File: src/rtl/core/mxrp_pkg.sv
package mxrp_pkg;

   localparam int CORE_W      = 6;
   localparam int WIDTH_W     = 7;
   localparam int POS_W       = CORE_W + 2;
   localparam int MAX_CORES_DEF = 64;

   localparam logic [WIDTH_W-1:0] WIDTH_RESET = 7'd4;

   // One quotient bit is produced per divider step.
   localparam int DIV_STEPS = CORE_W;
   localparam int STEP_W    = $clog2(DIV_STEPS);

   typedef enum logic [1:0] {
      ST_IDLE,
      ST_DIV_SRC,
      ST_DIV_DST,
      ST_HOP
   } seq_state_type;

endpackage

File: src/rtl/core/mesh_xy_route_path.sv
// XY route generator for a two-dimensional mesh. A request transfer carries a
// source and a destination core number (row-major); the block answers with the
// route one core per response transfer: the source first, then every core along
// X until the column matches, then along Y, with tlast set on the destination.
// Equal source and destination give a single response with tlast set. The row
// width comes from the csr write port (a width of zero acts as one) and may only
// be changed while no route is in flight. Each core number is split into column
// and row by one shared restoring divider that retires one quotient bit per
// cycle, used first for the source and then for the destination; a request
// occupies the block until the last hop of its route is accepted before the next
// one is taken, and each hop holds the response register until it is accepted.
module mesh_xy_route_path
   import mxrp_pkg::*;
#(
   parameter int MAX_CORES = MAX_CORES_DEF
) (
   input  logic                clock,
   input  logic                reset,
   // Row width write port.
   input  logic                csr_valid,
   output logic                csr_ready,
   input  logic [WIDTH_W-1:0]  csr_wdata,
   // Request: [5:0] source core, [11:6] destination core, [15:12] zero.
   input  logic                req_tvalid,
   output logic                req_tready,
   input  logic [15:0]         req_tdata,
   // Response: [5:0] hop_core, [7:6] zero.
   output logic                rsp_tvalid,
   input  logic                rsp_tready,
   output logic [7:0]          rsp_tdata,
   output logic                rsp_tlast
);

   localparam int CNT_W = $clog2(MAX_CORES + 1);

   seq_state_type st_ff, st_in;

   logic [WIDTH_W-1:0] width_ff, width_in;
   logic [STEP_W-1:0]  step_ff, step_in;
   logic [CORE_W-1:0]  dvd_ff, dvd_in;
   logic [WIDTH_W-1:0] rem_ff, rem_in;
   logic [CORE_W-1:0]  src_ff, src_in;
   logic [CORE_W-1:0]  dst_ff, dst_in;
   logic [CORE_W-1:0]  x_ff, x_in;
   logic [CORE_W-1:0]  y_ff, y_in;
   logic [CORE_W-1:0]  xd_ff, xd_in;
   logic [CORE_W-1:0]  yd_ff, yd_in;
   logic [POS_W-1:0]   core_ff, core_in;
   logic [CNT_W-1:0]   cnt_ff, cnt_in;

   logic [WIDTH_W-1:0] w_eff;
   logic [WIDTH_W:0]   trial;
   logic               fits;
   logic [WIDTH_W:0]   diff;
   logic               div_done;
   logic               at_dst;
   logic               route_end;
   logic               req_xfer;
   logic               rsp_xfer;

   assign w_eff     = (width_ff == '0) ? WIDTH_W'(1) : width_ff;
   assign trial     = {rem_ff, dvd_ff[CORE_W-1]};
   assign fits      = trial >= {1'b0, w_eff};
   assign diff      = trial - {1'b0, w_eff};
   assign div_done  = step_ff == STEP_W'(DIV_STEPS - 1);
   assign at_dst    = (x_ff == xd_ff) && (y_ff == yd_ff);
   assign route_end = at_dst || (cnt_ff == CNT_W'(MAX_CORES));
   assign req_xfer  = req_tvalid && req_tready;
   assign rsp_xfer  = rsp_tvalid && rsp_tready;

   // Next state.
   always_comb begin
      st_in = st_ff;
      unique case (st_ff)
         ST_IDLE: begin
            if (req_xfer) st_in = ST_DIV_SRC;
         end
         ST_DIV_SRC: begin
            if (div_done) st_in = ST_DIV_DST;
         end
         ST_DIV_DST: begin
            if (div_done) st_in = ST_HOP;
         end
         ST_HOP: begin
            if (rsp_xfer && route_end) st_in = ST_IDLE;
         end
         default: st_in = ST_IDLE;
      endcase
   end

   // Handshake outputs.
   always_comb begin
      csr_ready  = 1'b1;
      req_tready = 1'b0;
      rsp_tvalid = 1'b0;
      unique case (st_ff)
         ST_IDLE:    req_tready = 1'b1;
         ST_HOP:     rsp_tvalid = 1'b1;
         ST_DIV_SRC,
         ST_DIV_DST: ;
         default:    ;
      endcase
   end

   assign rsp_tdata = {2'b00, core_ff[CORE_W-1:0]};
   assign rsp_tlast = at_dst;

   // Datapath.
   always_comb begin
      width_in = width_ff;
      step_in  = step_ff;
      dvd_in   = dvd_ff;
      rem_in   = rem_ff;
      src_in   = src_ff;
      dst_in   = dst_ff;
      x_in     = x_ff;
      y_in     = y_ff;
      xd_in    = xd_ff;
      yd_in    = yd_ff;
      core_in  = core_ff;
      cnt_in   = cnt_ff;

      if (csr_valid && csr_ready) width_in = csr_wdata;

      unique case (st_ff)
         ST_IDLE: begin
            if (req_xfer) begin
               src_in  = req_tdata[CORE_W-1:0];
               dst_in  = req_tdata[2*CORE_W-1:CORE_W];
               dvd_in  = req_tdata[CORE_W-1:0];
               rem_in  = '0;
               step_in = '0;
            end
         end
         ST_DIV_SRC, ST_DIV_DST: begin
            // Restoring division: the dividend register fills with quotient bits.
            dvd_in  = {dvd_ff[CORE_W-2:0], fits};
            rem_in  = fits ? diff[WIDTH_W-1:0] : trial[WIDTH_W-1:0];
            step_in = step_ff + STEP_W'(1);
            if (div_done) begin
               step_in = '0;
               if (st_ff == ST_DIV_SRC) begin
                  x_in   = rem_in[CORE_W-1:0];
                  y_in   = dvd_in;
                  dvd_in = dst_ff;
                  rem_in = '0;
               end else begin
                  xd_in   = rem_in[CORE_W-1:0];
                  yd_in   = dvd_in;
                  core_in = {2'b00, src_ff};
                  cnt_in  = CNT_W'(1);
               end
            end
         end
         ST_HOP: begin
            if (rsp_xfer && !route_end) begin
               cnt_in = cnt_ff + CNT_W'(1);
               priority if (x_ff < xd_ff) begin
                  x_in    = x_ff + CORE_W'(1);
                  core_in = core_ff + POS_W'(1);
               end else if (x_ff > xd_ff) begin
                  x_in    = x_ff - CORE_W'(1);
                  core_in = core_ff - POS_W'(1);
               end else if (y_ff < yd_ff) begin
                  y_in    = y_ff + CORE_W'(1);
                  core_in = core_ff + POS_W'(w_eff);
               end else begin
                  y_in    = y_ff - CORE_W'(1);
                  core_in = core_ff - POS_W'(w_eff);
               end
            end
         end
         default: ;
      endcase
   end

   always_ff @(posedge clock) begin
      if (reset) begin
         st_ff    <= ST_IDLE;
         width_ff <= WIDTH_RESET;
         step_ff  <= '0;
         cnt_ff   <= '0;
      end else begin
         st_ff    <= st_in;
         width_ff <= width_in;
         step_ff  <= step_in;
         cnt_ff   <= cnt_in;
      end
   end

   always_ff @(posedge clock) begin
      dvd_ff  <= dvd_in;
      rem_ff  <= rem_in;
      src_ff  <= src_in;
      dst_ff  <= dst_in;
      x_ff    <= x_in;
      y_ff    <= y_in;
      xd_ff   <= xd_in;
      yd_ff   <= yd_in;
      core_ff <= core_in;
   end

endmodule
File: config.mk
export PLATFORM = sky130hd
export DESIGN_NAME = mesh_xy_route_path
export DESIGN_NICKNAME = d
export VERILOG_FILES = /design/src/rtl/core/mxrp_pkg.sv /design/src/rtl/core/mesh_xy_route_path.sv
export SDC_FILE = /design/constraint.sdc
export NUM_CORES = 1
export LEC_CHECK = 0
export ABC_AREA = 1
export BUFFER_PORTS_ARGS = -buffer_cell sky130_fd_sc_hd__buf_2
export CAP_MARGIN = 15
export CORE_UTILIZATION = 40
export CTS_CLUSTER_DIAMETER = 40
export DETAILED_ROUTE_END_ITERATION = 7
export GPL_ROUTABILITY_DRIVEN = 0
export PLACE_DENSITY = 0.55
export SLEW_MARGIN = 40
export SYNTH_ARGS = -nofsm -noshare
export SYNTH_HDL_FRONTEND = slang
export SYNTH_SLANG_ARGS = --single-unit
File: constraint.sdc
create_clock -name clock -period 4.4 [get_ports clock]
set_input_delay 0.22 -clock clock [delete_from_list [all_inputs] [get_ports clock]]
set_output_delay 0.22 -clock clock [all_outputs]
set_load 0.02 [all_outputs]
==> run metrics <==
status=finished, final reports clean; syn avg cell area=8.556 um2; synth-to-layout area growth=13.24%; post-synthesis adder-cell area fraction=0.1236; flop2flop setup slack=1.12 ns; Die Y=109.2 um; # DRC=0; Layout fillers=1099; CP Cell Sequence=ha_1, nand2_1, inv_1, a21oi_1, nand2_1, a21oi_1, o21ai_0, a21oi_1, nor2_1, ha_1, a21oi_1, nand3_1, nand2_1, nand2_1, inv_1, nand3_1, nand3_1, nand2_1; P_leak=2.331 nW; Syn. warnings=0; unrepaired setup endpoints after global routing=no; maximum root-to-sink buffer count=2; M2 GR Usage=0.3005; H-tree levels=3; Reg area=2032 um2; antenna cell count=0; initial antenna violation count=0; area of the multi-input gates=2205 um2; IR drop worst, VDD=0.2886 mV; vias in the first global route=3473; setup TNS=0 ns; clock power share=0.187; Power Total=3.833 mW; largest net degree at the start of global routing=25; cell taking the most area after synthesis=edfxtp_1; WL final=10.30 mm; Syn Inst Count=537; starting density of the core=0.4165; crit-path max FO=9; Detail Placement HPWL=7.825 mm; Critical Path AT=3.38 ns; initial drt markers=154; DR WL/cell=14.32 um; Power Internal=2.182 mW; Sw Pwr=1.650 mW; hold_buf cts=0; relative slew slack=0.6000; Critical Path RT=4.50 ns; PortBufs=32; Comb pwr share=0.493; total CTS buffers=9; top cells by area, synth=edfxtp_1 36%, ha_1 11%, nand2_1 9.5%; Core ar.=11030 um2; post-synthesis cell type count=37; minimum clock period after layout=3.281 ns; mux contribution to synthesized area=0; TritonCTS clock tree=yes; Cell Area, Placed=4917 um2; Die W=109.2 um; Worst Skew=0.008776 ns; layout cells sized above 1=0.1295; vias per cell=4.989; Slowest-stage cell, CP=edfxtp_1; Compound-Gate Fraction of Synth Area=0.1152; largest family of logic cells by synthesized area=simple AND/OR/NAND/NOR gates; Worst path max stage delay=0.41 ns; drt pass-1 iters=4; GRT overflow=0; Max-Cap Viols=0; Worst Slack Setup Final=1.119 ns; Seq/Total Area, Yosys=0.4423; Synth Area in Simple Gates=0.2064; Post-CTS Setup Inserts=0; post-layout util=0.4716; num rows=38; post-synthesis xor/xnor area fraction=0.03050; CP Class=flop to flop; Die ar.=11920 um2; Startpoint Class=flop; gr usage total=0.1914; fin crit share=0.7458; fmax=0.3047 GHz; Slew @ Worst Pin=0.5977 ns; Worst-Skew Late Latency=0.34 ns; pwr dens=736.7 nW/um2; Final Cell Area=5202 um2; Worst Hold Class=primary input to flop; met3 usage=0.02451; Critical Path End Type=flop; met1 Use GR=0.2621; CTS resizes=0; sequential share of power=0.320; Synth top area share=0.3595; Sw Share=0.4306; DP Worst Slack=1.171 ns; via total after detailed routing=3587; CTS sink count=74; #FFs+latches synth=74; Final ANT Viol Nets=0; grt peak-use layer=met2; clock-pin slew of the registers on the worst-case setup and hold paths=0.06 ns; CP most frequent cell=nand2_1; nets@finish=646; Slew Limit Fails=0; Root Driver=clkbuf_16; Setup-failing EPs final=0; Final Hold Fails=0; post-synthesis cell area=4594 um2; global-route wire length before repair=16.92 mm; # IOs=40
## placed cells by master, fill, tap and decap left out, types with 6 or more instances in the layout
cell type and count:
nor2_1 40, nand2_1 116, buf_2 32, xnor2_1 7
o21ai_0 42, nand3_1 24, inv_1 78, dfxtp_1 19
xor2_1 9, edfxtp_1 55, a21oi_1 36, nor3_1 6
clkbuf_16 9, nand4_1 10, ha_1 39
## routing by layer
layer | wire (um) | part of all wire
met1 | 5095 | 0.49
met2 | 4573 | 0.44
met3 | 444 | 0.043
met4 | 185 | 0.018
met5 | 0 | 0
## cell usage after synthesis
library cell    n
dfxtp_1        19
fa_1            4
buf_6           1
clkinv_1        2
buf_4           3
o21ai_1         4
o21ai_2         6
nor2_2          1
nand3b_1        1
nand2_4         2
ha_1           39
a21oi_1        36
inv_1          78
or2_2           1
nand3_2         1
nor2_1         40
inv_2           2
nand4_1        10
xnor2_1         7
edfxtp_1       55
a31oi_1         4
a211oi_1        2
nor3_1          6
clkbuf_1        6
nand3_1        24
nor3_2          1
buf_2           1
nor3b_2         1
nand2_2         4
nor3_4          1
nand2_1       116
o221a_2         1
o211ai_1        2
conb_1          2
o21ai_0        42
nor2_4          3
xor2_1          9
## cell type report
| type | count | area share |
|---|---|---|
| clock buffers | 10 | 0.04401 |
| inverters | 82 | 0.05916 |
| repair buffers | 37 | 0.03800 |
| clock inverters | 5 | 0.01082 |
| well taps | 140 | 0.03367 |
| flip-flops and latches | 74 | 0.3906 |
| multi-input cells | 371 | 0.4238 |
## worst max-delay path, delay by kind of cell, from the launching register on
| kind | cells | cell delay (ns) |
|---|---|---|
| and+or+nand+nor | 9 | 0.92 |
| AOI/OAI and AO/OA | 5 | 0.94 |
| buffers and inverters | 2 | 0.11 |
| DFF | 1 | 0.41 |
| adders and majority gates | 2 | 0.65 |
## power groups by stage
stage / registers, mW / logic (mW) / clock network [mW]
after CTS: 1.23 / 1.91 / 0.734
after global placement: 1.24 / 1.83 / 0
after detailed placement: 1.24 / 1.89 / 0
after global routing: 1.25 / 2.18 / 0.763
after floorplan: 1.23 / 1.42 / 0
final: 1.23 / 1.89 / 0.716
## final timing paths
| kind | cells after the start | to | start |
|---|---|---|---|
| setup / recovery | 18 | core_ff[5]$_DFFE_PP_ | y_ff[5]$_DFFE_PP_ |
| hold / removal | 1 | dst_ff[1]$_DFFE_PP_ | req_tdata[7] |
| setup reg to reg | 18 | core_ff[5]$_DFFE_PP_ | y_ff[5]$_DFFE_PP_ |
| hold reg to reg | 0 | yd_ff[4]$_DFFE_PP_ | dvd_ff[3]$_DFFE_PP_ |
## kinds of logic (layout without fill, tap and decap cells)
logic type	after synthesis	after routing
buf+inv	93	134
xor+xnor	16	16
flops	74	74
compound gates	97	97
other cells	2	3
simple gates	212	212
fa+ha+maj	43	43
## through the flow
stage	instances	hold slack, ns
after floorplan	538	0.3189
after global placement	704	0.3973
after detailed placement	704	0.3983
after global routing	719	0.05053
final	719	0.05746
after CTS	719	0.04535
## registers in the layout, indices dropped and copies added, names as in the netlist
name / flops
rem_ff: 7
step_ff: 3
st_ff: 2
width_ff: 7
yd_ff: 6
y_ff: 6
x_ff: 6
src_ff: 6
xd_ff: 6
core_ff: 6
cnt_ff: 7
dst_ff: 6
dvd_ff: 6
Note: power is estimated with default switching activity, not from simulation.
